**config.mk**
```make
export PLATFORM = sky130hd
export DESIGN_NAME = escape_sequence_decoder
export DESIGN_NICKNAME = d
export VERILOG_FILES = /design/src/hdl/esd_pkg.sv /design/src/hdl/esd_front.sv /design/src/hdl/esd_queue.sv /design/src/hdl/esd_back.sv /design/src/hdl/escape_sequence_decoder.sv
export SDC_FILE = /design/constraint.sdc
export NUM_CORES = 1
export LEC_CHECK = 0
export ABC_AREA = 1
export BUFFER_PORTS_ARGS = -buffer_cell sky130_fd_sc_hd__buf_2
export CAP_MARGIN = 10
export CORE_AREA = 5 5 96 98
export DETAILED_ROUTE_END_ITERATION = 8
export DIE_AREA = 0 0 101 103
export PLACE_DENSITY = 0.82
export SYNTH_ARGS = -nofsm -noshare
export SYNTH_HDL_FRONTEND = slang
export SYNTH_SLANG_ARGS = --single-unit
```
**constraint.sdc**
```tcl
create_clock -name clk -period 4.9 [get_ports clk]
set_input_delay 0.49 -clock clk [delete_from_list [all_inputs] [get_ports clk]]
set_output_delay 0.49 -clock clk [all_outputs]
set_load 0.02 [all_outputs]
```
**src/hdl/esd_pkg.sv**
```systemverilog
`default_nettype none

package esd_pkg;

    // Decoder phase
    typedef enum logic [2:0] {
        PH_PLAIN = 3'd0,
        PH_ESC   = 3'd1,
        PH_HEX   = 3'd2,
        PH_DEC   = 3'd3,
        PH_OCT   = 3'd4,
        PH_CARET = 3'd5
    } phase_t;

    // Configuration register indexes
    localparam int CFG_IDX_W = 1;
    localparam logic [CFG_IDX_W-1:0] CFG_TERMINATOR = 1'd0;
    localparam logic [CFG_IDX_W-1:0] CFG_SJIS_MODE  = 1'd1;

    // Characters
    localparam logic [7:0] CH_NUL       = 8'h00;
    localparam logic [7:0] CH_BACKSLASH = 8'h5C;
    localparam logic [7:0] CH_QUOTE     = 8'h27;
    localparam logic [7:0] CH_DQUOTE    = 8'h22;
    localparam logic [7:0] CH_DOT       = 8'h2E;
    localparam logic [7:0] CH_CARET     = 8'h5E;
    localparam logic [7:0] CH_ZERO      = 8'h30;
    localparam logic [7:0] CH_SEVEN     = 8'h37;
    localparam logic [7:0] CH_NINE      = 8'h39;
    localparam logic [7:0] CH_LC_A      = 8'h61;
    localparam logic [7:0] CH_LC_B      = 8'h62;
    localparam logic [7:0] CH_LC_D      = 8'h64;
    localparam logic [7:0] CH_LC_E      = 8'h65;
    localparam logic [7:0] CH_LC_F      = 8'h66;
    localparam logic [7:0] CH_LC_T      = 8'h74;
    localparam logic [7:0] CH_LC_V      = 8'h76;
    localparam logic [7:0] CH_LC_X      = 8'h78;
    localparam logic [7:0] CH_LC_Z      = 8'h7A;
    localparam logic [7:0] CH_UC_A      = 8'h41;
    localparam logic [7:0] CH_UC_F      = 8'h46;
    localparam logic [7:0] CH_BEL       = 8'h07;
    localparam logic [7:0] CH_BS        = 8'h08;
    localparam logic [7:0] CH_HT        = 8'h09;
    localparam logic [7:0] CH_VT        = 8'h0B;
    localparam logic [7:0] CH_FF        = 8'h0C;
    localparam logic [7:0] CH_ESC       = 8'h1B;
    localparam logic [7:0] CASE_BIT     = 8'h20;
    localparam logic [7:0] CTRL_BIT     = 8'h40;

    // Shift-JIS lead byte ranges
    localparam logic [7:0] SJIS_LO1 = 8'h81;
    localparam logic [7:0] SJIS_HI1 = 8'h9F;
    localparam logic [7:0] SJIS_LO2 = 8'hE0;
    localparam logic [7:0] SJIS_HI2 = 8'hFC;

    // One decoded result
    typedef struct packed {
        logic [7:0] data;
        logic       bval;
        logic       eos;
    } res_t;

    // Results of one input item, handed from front to back
    typedef struct packed {
        logic two;
        res_t r0;
        res_t r1;
    } job_t;

    localparam res_t RES_END = '{data: 8'h00, bval: 1'b0, eos: 1'b1};

    function automatic res_t res_byte(input logic [7:0] b);
        res_t r;
        r.data = b;
        r.bval = 1'b1;
        r.eos  = 1'b0;
        return r;
    endfunction

endpackage

`default_nettype wire

```
**src/hdl/esd_front.sv**
```systemverilog
`default_nettype none

module esd_front (
    input  wire logic                          clk,
    input  wire logic                          rst_n,
    input  wire logic                          cfg_we,
    input  wire logic [esd_pkg::CFG_IDX_W-1:0] cfg_index,
    input  wire logic [7:0]                    cfg_data,
    input  wire logic                          accept,
    input  wire logic [7:0]                    in_byte,
    output logic                               push,
    output esd_pkg::job_t                      job
);

    esd_pkg::phase_t phase_reg, phase_next;
    logic [7:0] acc_reg, acc_next;
    logic [7:0] pb_reg, pb_next;
    logic       pv_reg, pv_next;
    logic [7:0] term_reg;
    logic       sjis_reg;
    logic       has;

    // Classification of the incoming byte
    logic       p_end, p_esc, is_digit, is_oct, hex_ok, lead, map_ok;
    logic [3:0] hex_val, dig;
    logic [7:0] map_val, caret_val, acc_hex, acc_dec, acc_oct;

    // Configuration registers
    always_ff @(posedge clk or negedge rst_n)
    begin
        if (!rst_n)
        begin
            term_reg <= '0;
            sjis_reg <= 1'b0;
        end
        else if (cfg_we)
        begin
            if (cfg_index == esd_pkg::CFG_TERMINATOR)
                term_reg <= cfg_data;
            else if (cfg_index == esd_pkg::CFG_SJIS_MODE)
                sjis_reg <= cfg_data[0];
        end
    end

    always_comb
    begin
        lead = ((pb_reg >= esd_pkg::SJIS_LO1) && (pb_reg <= esd_pkg::SJIS_HI1)) ||
               ((pb_reg >= esd_pkg::SJIS_LO2) && (pb_reg <= esd_pkg::SJIS_HI2));
        p_end = (in_byte == esd_pkg::CH_NUL) || (in_byte == term_reg);
        p_esc = (in_byte == esd_pkg::CH_BACKSLASH) && !(sjis_reg && pv_reg && lead);
        dig      = 4'(in_byte - esd_pkg::CH_ZERO);
        is_digit = (in_byte >= esd_pkg::CH_ZERO) && (in_byte <= esd_pkg::CH_NINE);
        is_oct   = (in_byte >= esd_pkg::CH_ZERO) && (in_byte <= esd_pkg::CH_SEVEN);
        // hex digit value
        hex_ok  = 1'b1;
        hex_val = dig;
        if (is_digit)
            hex_val = dig;
        else if ((in_byte >= esd_pkg::CH_LC_A) && (in_byte <= esd_pkg::CH_LC_F))
            hex_val = 4'(in_byte - esd_pkg::CH_LC_A + 8'd10);
        else if ((in_byte >= esd_pkg::CH_UC_A) && (in_byte <= esd_pkg::CH_UC_F))
            hex_val = 4'(in_byte - esd_pkg::CH_UC_A + 8'd10);
        else
            hex_ok = 1'b0;
        acc_hex = {acc_reg[3:0], hex_val};
        acc_oct = {acc_reg[4:0], 3'b000} | {4'b0000, dig};
        acc_dec = {acc_reg[4:0], 3'b000} + {acc_reg[6:0], 1'b0} + {4'b0000, dig};
        // control character: upper-case letters, then flip bit 6
        if ((in_byte >= esd_pkg::CH_LC_A) && (in_byte <= esd_pkg::CH_LC_Z))
            caret_val = (in_byte - esd_pkg::CASE_BIT) ^ esd_pkg::CTRL_BIT;
        else
            caret_val = in_byte ^ esd_pkg::CTRL_BIT;
    end

    // Single-character escape map
    always_comb
    begin
        map_ok  = 1'b1;
        map_val = in_byte;
        unique case (in_byte)
            esd_pkg::CH_LC_A:      map_val = esd_pkg::CH_BEL;
            esd_pkg::CH_LC_B:      map_val = esd_pkg::CH_BS;
            esd_pkg::CH_LC_E:      map_val = esd_pkg::CH_ESC;
            esd_pkg::CH_LC_F:      map_val = esd_pkg::CH_FF;
            esd_pkg::CH_LC_T:      map_val = esd_pkg::CH_HT;
            esd_pkg::CH_LC_V:      map_val = esd_pkg::CH_VT;
            esd_pkg::CH_BACKSLASH,
            esd_pkg::CH_QUOTE,
            esd_pkg::CH_DQUOTE,
            esd_pkg::CH_DOT:       map_val = in_byte;
            default:               map_ok  = 1'b0;
        endcase
    end

    // Next phase
    always_comb
    begin
        phase_next = phase_reg;
        unique case (phase_reg)
            esd_pkg::PH_ESC:
            begin
                if (in_byte == esd_pkg::CH_NUL)
                    phase_next = esd_pkg::PH_PLAIN;
                else if (in_byte == esd_pkg::CH_LC_X)
                    phase_next = esd_pkg::PH_HEX;
                else if (in_byte == esd_pkg::CH_LC_D)
                    phase_next = esd_pkg::PH_DEC;
                else if (in_byte == esd_pkg::CH_CARET)
                    phase_next = esd_pkg::PH_CARET;
                else if (is_oct)
                    phase_next = esd_pkg::PH_OCT;
                else
                    phase_next = esd_pkg::PH_PLAIN;
            end
            esd_pkg::PH_HEX:
            begin
                if (!hex_ok)
                    phase_next = (!p_end && p_esc) ? esd_pkg::PH_ESC : esd_pkg::PH_PLAIN;
            end
            esd_pkg::PH_DEC,
            esd_pkg::PH_OCT:
            begin
                if (!is_digit)
                    phase_next = (!p_end && p_esc) ? esd_pkg::PH_ESC : esd_pkg::PH_PLAIN;
            end
            esd_pkg::PH_CARET:
                phase_next = esd_pkg::PH_PLAIN;
            default:
                phase_next = (!p_end && p_esc) ? esd_pkg::PH_ESC : esd_pkg::PH_PLAIN;
        endcase
    end

    // Results and datapath state
    always_comb
    begin
        acc_next = acc_reg;
        pb_next  = in_byte;
        pv_next  = 1'b1;
        has      = 1'b0;
        job      = '0;
        unique case (phase_reg)
            esd_pkg::PH_ESC:
            begin
                if (in_byte == esd_pkg::CH_NUL)
                begin
                    has    = 1'b1;
                    job.r0 = esd_pkg::RES_END;
                end
                else
                begin
                    has    = map_ok;
                    job.r0 = esd_pkg::res_byte(map_val);
                    if ((in_byte == esd_pkg::CH_LC_X) || (in_byte == esd_pkg::CH_LC_D))
                        acc_next = '0;
                    else if (is_oct)
                        acc_next = {4'b0000, dig};
                end
            end
            esd_pkg::PH_HEX,
            esd_pkg::PH_DEC,
            esd_pkg::PH_OCT:
            begin
                if ((phase_reg == esd_pkg::PH_HEX) ? hex_ok : is_digit)
                begin
                    if (phase_reg == esd_pkg::PH_HEX)
                        acc_next = acc_hex;
                    else if (phase_reg == esd_pkg::PH_DEC)
                        acc_next = acc_dec;
                    else
                        acc_next = acc_oct;
                end
                else
                begin
                    // value first, then the byte as plain text
                    has    = 1'b1;
                    job.r0 = esd_pkg::res_byte(acc_reg);
                    if (p_end)
                    begin
                        job.two = 1'b1;
                        job.r1  = esd_pkg::RES_END;
                    end
                    else if (!p_esc)
                    begin
                        job.two = 1'b1;
                        job.r1  = esd_pkg::res_byte(in_byte);
                    end
                end
            end
            esd_pkg::PH_CARET:
            begin
                has = 1'b1;
                if (in_byte == esd_pkg::CH_NUL)
                    job.r0 = esd_pkg::RES_END;
                else
                    job.r0 = esd_pkg::res_byte(caret_val);
            end
            default:
            begin
                if (p_end)
                begin
                    has    = 1'b1;
                    job.r0 = esd_pkg::RES_END;
                end
                else if (!p_esc)
                begin
                    has    = 1'b1;
                    job.r0 = esd_pkg::res_byte(in_byte);
                end
            end
        endcase
        // string ended: clear per-string state
        if ((has && job.r0.eos) || (job.two && job.r1.eos))
        begin
            acc_next = '0;
            pb_next  = '0;
            pv_next  = 1'b0;
        end
    end

    assign push = accept && has;

    // Decoder state
    always_ff @(posedge clk or negedge rst_n)
    begin
        if (!rst_n)
        begin
            phase_reg <= esd_pkg::PH_PLAIN;
            acc_reg   <= '0;
            pb_reg    <= '0;
            pv_reg    <= 1'b0;
        end
        else if (accept)
        begin
            phase_reg <= phase_next;
            acc_reg   <= acc_next;
            pb_reg    <= pb_next;
            pv_reg    <= pv_next;
        end
    end

endmodule

`default_nettype wire

```
**src/hdl/esd_queue.sv**
```systemverilog
`default_nettype none

module esd_queue #(
    parameter int DEPTH = 2
) (
    input  wire logic          clk,
    input  wire logic          rst_n,
    input  wire logic          push,
    input  wire esd_pkg::job_t push_data,
    output logic               full,
    input  wire logic          pop,
    output esd_pkg::job_t      pop_data,
    output logic               empty
);

    localparam int PW = (DEPTH > 1) ? $clog2(DEPTH) : 1;
    localparam int CW = $clog2(DEPTH + 1);
    localparam logic [PW-1:0] LAST_PTR = PW'(DEPTH - 1);
    localparam logic [CW-1:0] FULL_CNT = CW'(DEPTH);

    esd_pkg::job_t mem [DEPTH];
    logic [PW-1:0] wr_ptr_reg, rd_ptr_reg;
    logic [CW-1:0] count_reg, count_next;

    assign full     = (count_reg == FULL_CNT);
    assign empty    = (count_reg == '0);
    assign pop_data = mem[rd_ptr_reg];

    // Storage
    always_ff @(posedge clk)
    begin
        if (push)
            mem[wr_ptr_reg] <= push_data;
    end

    // Occupancy
    always_comb
    begin
        count_next = count_reg;
        if (push && !pop)
            count_next = count_reg + 1'b1;
        else if (pop && !push)
            count_next = count_reg - 1'b1;
    end

    // Pointers
    always_ff @(posedge clk or negedge rst_n)
    begin
        if (!rst_n)
        begin
            wr_ptr_reg <= '0;
            rd_ptr_reg <= '0;
            count_reg  <= '0;
        end
        else
        begin
            count_reg <= count_next;
            if (push)
                wr_ptr_reg <= (wr_ptr_reg == LAST_PTR) ? '0 : wr_ptr_reg + 1'b1;
            if (pop)
                rd_ptr_reg <= (rd_ptr_reg == LAST_PTR) ? '0 : rd_ptr_reg + 1'b1;
        end
    end

endmodule

`default_nettype wire

```
**src/hdl/esd_back.sv**
```systemverilog
`default_nettype none

module esd_back (
    input  wire logic          clk,
    input  wire logic          rst_n,
    input  wire esd_pkg::job_t job,
    input  wire logic          empty,
    output logic               pop,
    output logic               out_valid,
    input  wire logic          out_stall,
    output logic [7:0]         out_byte,
    output logic               byte_valid,
    output logic               end_of_string,
    output logic               last
);

    logic         valid_reg;
    logic         half_reg, half_next;
    esd_pkg::res_t res_reg, res_next;
    logic         last_reg, last_next;
    logic         load;

    // Output register free or draining
    assign load = !valid_reg || !out_stall;

    // Select the next result of the head item
    always_comb
    begin
        half_next = half_reg;
        pop       = 1'b0;
        res_next  = job.r0;
        last_next = 1'b1;
        if (load && !empty)
        begin
            if (job.two && !half_reg)
            begin
                last_next = 1'b0;
                half_next = 1'b1;
            end
            else
            begin
                res_next  = half_reg ? job.r1 : job.r0;
                pop       = 1'b1;
                half_next = 1'b0;
            end
        end
    end

    always_ff @(posedge clk or negedge rst_n)
    begin
        if (!rst_n)
        begin
            valid_reg <= 1'b0;
            half_reg  <= 1'b0;
        end
        else
        begin
            half_reg <= half_next;
            if (load)
                valid_reg <= !empty;
        end
    end

    // Output payload
    always_ff @(posedge clk)
    begin
        if (load && !empty)
        begin
            res_reg  <= res_next;
            last_reg <= last_next;
        end
    end

    assign out_valid     = valid_reg;
    assign out_byte      = res_reg.data;
    assign byte_valid    = res_reg.bval;
    assign end_of_string = res_reg.eos;
    assign last          = last_reg;

endmodule

`default_nettype wire

```
**src/hdl/escape_sequence_decoder.sv**
```systemverilog
// A result passes through the queue and the output register after its byte is accepted.
// Throughput: one byte per cycle while the queue is not full; a byte with two results
// uses the single output register in turn, draining one result per cycle unless stalled.
// Bytes with no result (escape prefixes, digits) are accepted and emit nothing.
// Reset (rst_n, asynchronous, active low) returns to plain text, clears the queue,
// the output register valid and both configuration registers.
`default_nettype none

module escape_sequence_decoder #(
    parameter int QUEUE_DEPTH = 2
) (
    input  wire logic                          clk,
    input  wire logic                          rst_n,
    input  wire logic                          cfg_valid,
    output logic                               cfg_ready,
    input  wire logic [esd_pkg::CFG_IDX_W-1:0] cfg_index,
    input  wire logic [7:0]                    cfg_data,
    input  wire logic                          in_valid,
    output logic                               in_stall,
    input  wire logic [7:0]                    in_byte,
    output logic                               out_valid,
    input  wire logic                          out_stall,
    output logic [7:0]                         out_byte,
    output logic                               byte_valid,
    output logic                               end_of_string,
    output logic                               last
);

    esd_pkg::job_t push_job, head_job;
    logic          push, pop, full, empty, accept;

    assign cfg_ready = 1'b1;
    assign in_stall  = full;
    assign accept    = in_valid && !full;

    // Front: classify bytes, track escape state
    esd_front u_front (
        .clk       (clk),
        .rst_n     (rst_n),
        .cfg_we    (cfg_valid && cfg_ready),
        .cfg_index (cfg_index),
        .cfg_data  (cfg_data),
        .accept    (accept),
        .in_byte   (in_byte),
        .push      (push),
        .job       (push_job)
    );

    // Queue between front and back
    esd_queue #(
        .DEPTH (QUEUE_DEPTH)
    ) u_queue (
        .clk       (clk),
        .rst_n     (rst_n),
        .push      (push),
        .push_data (push_job),
        .full      (full),
        .pop       (pop),
        .pop_data  (head_job),
        .empty     (empty)
    );

    // Back: serialize results onto the output channel
    esd_back u_back (
        .clk           (clk),
        .rst_n         (rst_n),
        .job           (head_job),
        .empty         (empty),
        .pop           (pop),
        .out_valid     (out_valid),
        .out_stall     (out_stall),
        .out_byte      (out_byte),
        .byte_valid    (byte_valid),
        .end_of_string (end_of_string),
        .last          (last)
    );

endmodule

`default_nettype wire

```
==> metrics.txt, run 1 <==
status completed; Placement Cell Area 5460 µm²; Synth Register Bits 88; most frequent cells in the layout nand2_1 (151), inv_1 (64), nor2_1 (64); CP max FO 23; minimum clock period roughly 2.8 ns; cell class contributing the biggest share of worst-path delay flip-flops; Power Dens Cells roughly 450 nW/µm²; Crit. Startpoint u_queue.rd_ptr_reg; leakage power ~2.5 nW; slowest library cell on the worst path dfrtp_1; Largest register FFs 42; fillers 684; Syn-to-layout area delta 7.28%; Antenna Cells 0; worst slew pin tran around 0.8 ns; H-tree depth 3; buffers added on ports 34; Num CTS Buffers 9; Sum Neg Setup Slack 0 ns; Max Transition Viols Final 0; Worst slew margin 0.473; Overall Power 2.53 mW; Placed Cells approximately 750; DP Wirelength 10100 µm; share of cells above drive strength 1 0.155; CP Data Required Time around 5.1 ns; Sink Count slightly below 90; Fin Clk Skew between 0.01 and 0.015 ns; TritonRoute pass-1 iters 5; Die X a little over 100 µm; Layout Cells excl Fill approximately 760; pin count of the biggest net entering global routing 36; grt ovf 0; fmax 0.355 GHz; Hold-fix buffers, CTS 0; worst hold path class in -> async; r2r endpoint u_queue.count_reg[1]; antenna violations before repair 0; # rows 34; CP Launch Type register; RSZ-0062 raised after global routing false; Syn Inst Count between 600 and 700; synth warn 0; WL/cell roughly 17 µm; core area roughly 8400 µm²; DRT antenna net count 0; Synth cell types between 40 and 50; sequential element share of the synthesized area 0.469; Longest Clk Path Bufs 2; CP Buf/Inv Count 2; Avg Cell Area, Syn between 8 and 9 µm²; Net Count, Synth 664; Via-to-Cell Ratio around 6; async set or reset register ratio after synthesis 0.398; R2R depth 9; effective utilization at floorplan 0.628; Finished Cell Area 5640 µm²; Slowest Stage Delay on Critical Path between 0.8 and 0.9 ns; final period utilization 0.575; CTS root buffer clkbuf_8; first-pass GRT wire length between 20000 and 25000 µm; Setup Crit Path Kind reg -> reg; Largest Register u_queue.mem; clock slew at reported path FFs about 0.10 ns; Main synth FF type edfxtp_1; Worst VDD drop approximately 0.23 mV; CTS tree yes; vias in the first global route ~4300; crit path cell chain inv_1 -> nor2_1 -> nor3_1 -> nor2_1 -> inv_1 -> ha_1 -> a21oi_1 -> o21ai_0 -> xor2_1; Post-CTS Setup Inserts 0; Final Hold Viols 0; Worst-Skew Late Latency approximately 0.35 ns; CP endpoint kind register; Synth Cell Area 5260 µm²; max_cap viols 0; WP depth 9; die height 103 µm; I/O Pins 36; Final nets approximately 690; DRC Markers 0; final setup violating endpoints 0; Total Routed Length 13200 µm; commonest non-fill, non-tap cell in the layout nand2_1; Placer Congestion around 1.0; DR vias between 4000 and 5000; number of synthesized flops with an enable pin 53; DIE AREA around 10000 µm²; DRT iter0 DRCs roughly 320; Tot GR Track Use 0.270; post-cts sizing count 0; Arrival @ worst endpoint between 3 and 4 ns; R2R Setup Slk about 2.1 ns; reg-to-reg critical path startpoint u_queue.rd_ptr_reg
## worst max path at each step
stage	slack, ns	end
floorplan	1.79	u_queue.mem[1][0]
global placement	1.90	u_queue.mem[0][18]
detailed placement	1.86	u_queue.mem[0][8]
CTS	2.12	u_queue.count_reg[1]
global route	1.80	u_queue.count_reg[1]
finish	2.08	u_queue.count_reg[1]
## final cells by class
cell class | instances | area [µm²] | share of cell area
Clock buffer | 9 | 124 | 0.0220
Clock inverter | 7 | 57.6 | 0.0102
Inverter | 76 | 292 | 0.0517
Multi-Input combinational cell | 438 | 2390 | 0.424
Sequential cell | 88 | 2470 | 0.437
Tap cell | 108 | 135 | 0.0239
Timing Repair Buffer | 35 | 178 | 0.0315
## worst register-to-register path: cells and delay by family (launching register included)
family | cells | cell delay (ns)
flops | 1 | 0.84
simple gates | 3 | 0.55
fa+ha+maj | 1 | 0.31
buf+inv | 2 | 0.63
xor+xnor | 1 | 0.15
compound gates | 2 | 0.23
## logic make-up (layout without fill, tap and decap cells)
group / after synthesis / in the layout / synth area share
simple gates: 298 / 298 / 0.261
flops: 88 / 88 / 0.469
mux: 4 / 4 / 0.00856
buf+inv: 93 / 127 / 0.0766
fa+ha+maj: 23 / 23 / 0.0576
compound gates: 103 / 103 / 0.111
xor+xnor: 9 / 9 / 0.0150
other cells: 1 / 1 / 0.000713
## cells in the mapped netlist (3+ instances only)
| master | instances | area, µm² |
|---|---|---|
| nand2_4 | 3 | 33.8 |
| nor2_2 | 4 | 25.0 |
| inv_1 | 64 | 240 |
| a22oi_1 | 3 | 22.5 |
| dfrtp_1 | 35 | 876 |
| o21ai_1 | 5 | 25.0 |
| clkbuf_1 | 7 | 26.3 |
| buf_4 | 4 | 30.0 |
| mux2_2 | 4 | 45.0 |
| nand4_1 | 14 | 87.6 |
| a31oi_1 | 3 | 18.8 |
| nand2_2 | 8 | 50.1 |
| inv_2 | 9 | 33.8 |
| nor2_1 | 64 | 240 |
| buf_6 | 4 | 45.0 |
| nand3b_1 | 3 | 22.5 |
| nor2_4 | 6 | 67.6 |
| edfxtp_1 | 53 | 1590 |
| nand3_1 | 35 | 175 |
| o22ai_1 | 8 | 50.1 |
| o21ai_2 | 4 | 35.0 |
| nand2_1 | 151 | 567 |
| a21oi_1 | 29 | 145 |
| o211ai_1 | 3 | 22.5 |
| o21ai_0 | 42 | 210 |
| xnor2_1 | 6 | 52.6 |
| ha_1 | 21 | 263 |
| xor2_1 | 3 | 26.3 |
## through the flow
stage	utilization	hold WS, ns	setup slack, ns
after global placement	0.652	0.456	1.90
after floorplan	-	0.194	1.79
final	0.673	0.207	2.08
after detailed placement	0.652	0.461	1.86
after CTS	0.673	0.235	2.12
after global routing	0.673	0.258	1.80
## per-layer routing
layer	global-route usage	share of wire
met5	0	0
met4	0.125	0.046
met3	0.0406	0.062
met2	0.457	0.50
met1	0.342	0.40
## report_power, final
group          internal (mW)  total (mW)  switching, mW
Sequential              1.05        1.20          0.150
Combinational          0.285       0.848          0.563
Clock                  0.194       0.482          0.288
Total                   1.53        2.53           1.00
Power figures use the tool's default switching activity.
==> run 2, diff against run 1 <==
- CORE_AREA: 5 5 96 98 -> 5 5 104 106
- DIE_AREA: 0 0 101 103 -> 0 0 109 111
- PLACE_DENSITY: 0.82 -> 0.74
- clock period: 4.9 -> 2.3 ns (I/O delays scaled with it)
==> metrics.txt, run 2 (synthesis results as in run 1) <==
status completed; Largest Register u_queue.mem; minimum clock period 2.24 ns (-0.579 ns); # rows 36 (+5.9%); RSZ-0062 raised after global routing true; Worst-Skew Late Latency 0.35 ns (about the same); hold_ws 0.0852 ns (-0.122 ns); WL/cell 15.1 µm (-13%); Logic pwr share 0.387 (+0.052); Sw Ratio 0.371 (-0.0241); DRT antenna net count 0 (unchanged); Tot GR Track Use 0.222 (-0.0479); Longest Clk Path Bufs 2 (unchanged); CP endpoint kind register; Hold EP u_front.sjis_reg; I/O Pins 36 (unchanged); DP Wirelength 10100 µm (about the same); final setup violating endpoints 0 (unchanged); most frequent cells in the layout nand2_1 (149), buf_4 (66), inv_1 (62); share of cells above drive strength 1 0.248 (+0.0936); CTS tree yes; clock slew at reported path FFs 0.09 ns (about the same); Sink Count 88 (unchanged); CP max FO 2 (-91%); first-pass GRT wire length 21200 µm (-1.1%); R2R Setup Slk 0.06 ns (-2.02 ns); buffers added on ports 34 (unchanged); Cells on Worst Hold Path 2; core area 9680 µm² (+16%); fmax 0.447 GHz (+26%); leakage power 2.84 nW (+13%); hold path startpoint cfg_index; r2r endpoint u_front.acc_reg[4]; pin count of the biggest net entering global routing 36 (unchanged); Reg area 2470 µm² (unchanged); R2R depth 10 (+1); Fin Clk Skew 0.0125 ns (-0.00244 ns); vias in the first global route 4348 (+0.76%); Syn-to-layout area delta 19.5%; CP Data Required Time 2.59 ns (-2.55 ns); Psw 2.13 mW (+110%); worst slew pin tran 0.801 ns (+0.0111 ns); CTS root buffer clkbuf_8; Max Transition Viols Final 0 (unchanged); DR vias 4570 (+3.0%); clock network power share 0.188 (-0.003); Reg power frac 0.426 (-0.048); max_cap viols 0 (unchanged); effective utilization at floorplan 0.543 (-0.0845); DIE AREA 12100 µm² (+16%); grt ovf 0 (unchanged); Via-to-Cell Ratio 5.35 (-8.2%); Placer Congestion 0.999 (-0.59%); reg-to-reg critical path startpoint u_front.acc_reg[2]; Num CTS Buffers 9 (unchanged); Total Routed Length 12900 µm (-2.4%); Worst VDD drop 0.484 mV (+110%); fillers 828 (+21%); Setup Crit Path Kind reg -> reg; worst hold path class in -> reg; Final Hold Viols 0 (unchanged); DRT iter0 DRCs 400 (+26%); final worst setup slack 0.0622 ns (-2.02 ns); final period utilization 0.973 (+0.398); Power Dens Cells 913 nW/µm² (+100%); Arrival @ worst endpoint 2.52 ns (-0.54 ns); DP Worst Slack -0.0696 ns (-1.93 ns); Largest register FFs 42 (unchanged); Worst slew margin 0.466 (-0.00742); CP Launch Type register; die height 111 µm (+7.8%); TritonRoute pass-1 iters 5 (unchanged); commonest non-fill, non-tap cell in the layout nand2_1; area of the multi-input gates 2440 µm² (+2.1%); cell internal pwr 3.61 mW (+140%); DRC Markers 0 (unchanged); Die X 109 µm (+7.9%); antenna violations before repair 0 (unchanged); H-tree depth 3 (unchanged); Final nets 761 (+9.8%); Antenna Cells 0 (unchanged)
-- run 2: cell type report --
type                       instances  area share
clock buffer                      10      0.0203
clock inverter                     6      0.0108
inverter                          76      0.0474
multi-input combinational        438       0.388
sequential                        88       0.393
tap                              133      0.0265
timing repair buffer             103       0.114
-- run 2: power by group through the flow --
stage                     clock, mW  combinational (mW)  sequential, mW
after global routing           1.16                2.46            2.49
final                          1.08                2.22            2.44
after CTS                      1.09                2.18            2.44
after floorplan                   0                1.26            2.58
after global placement            0                2.07            2.45
after detailed placement          0                2.17            2.47
-- run 2: through the flow --
step	TNS [ns]	cell area [µm²]	total power, mW	std cells	utilization
2_1_floorplan	-0.0137	5280	3.84	619	-
3_5_place_dp	-0.860	6010	4.64	833	0.621
6_report	0	6280	5.74	854	0.649
3_3_place_gp	-0.0294	6010	4.52	833	0.621
4_1_cts	0	6220	5.71	850	0.642
5_1_grt	-0.106	6280	6.12	854	0.649
-- run 2: metal layers --
metal,vias to the layer above,global-route usage,share of wire
li1,2239,-,-
met1,2130,0.300,0.42
met2,176,0.367,0.49
met3,25,0.0367,0.067
met4,0,0.0581,0.021
met5,-,0,0
-- run 2: worst max-delay path: stages, from the launching register on --
cell	delay (ns)
dfrtp_1	0.41
fa_1	0.59
inv_2	0.05
fa_2	0.34
buf_4	0.14
xor2_1	0.14
nor2_1	0.09
a21oi_1	0.05
a21oi_1	0.14
nand2_1	0.11
o21ai_2	0.12
-- run 2: worst max-delay path by stage --
stage	endpoint	depth (start not counted)	slack, ns	startpoint
after floorplan	u_queue.count_reg[1]	17	-0.01	in_byte[0]
after global placement	u_front.acc_reg[6]	10	-0.03	in_byte[3]
after detailed placement	u_queue.count_reg[1]	16	-0.07	in_byte[0]
after CTS	u_front.acc_reg[6]	9	0.004	u_front.acc_reg[2]
after global routing	u_front.acc_reg[6]	9	-0.05	u_front.acc_reg[2]
final	u_front.acc_reg[4]	10	0.06	u_front.acc_reg[2]
-- run 2: repair_timing --
item,4_1_cts,5_1_grt
hold buffers,1,0
resized for setup,1,10
endpoints found under the hold margin,35,0
gates cloned,0,0
pin swaps,0,13
buffers inserted,0,4
endpoints found under the setup margin,1,10
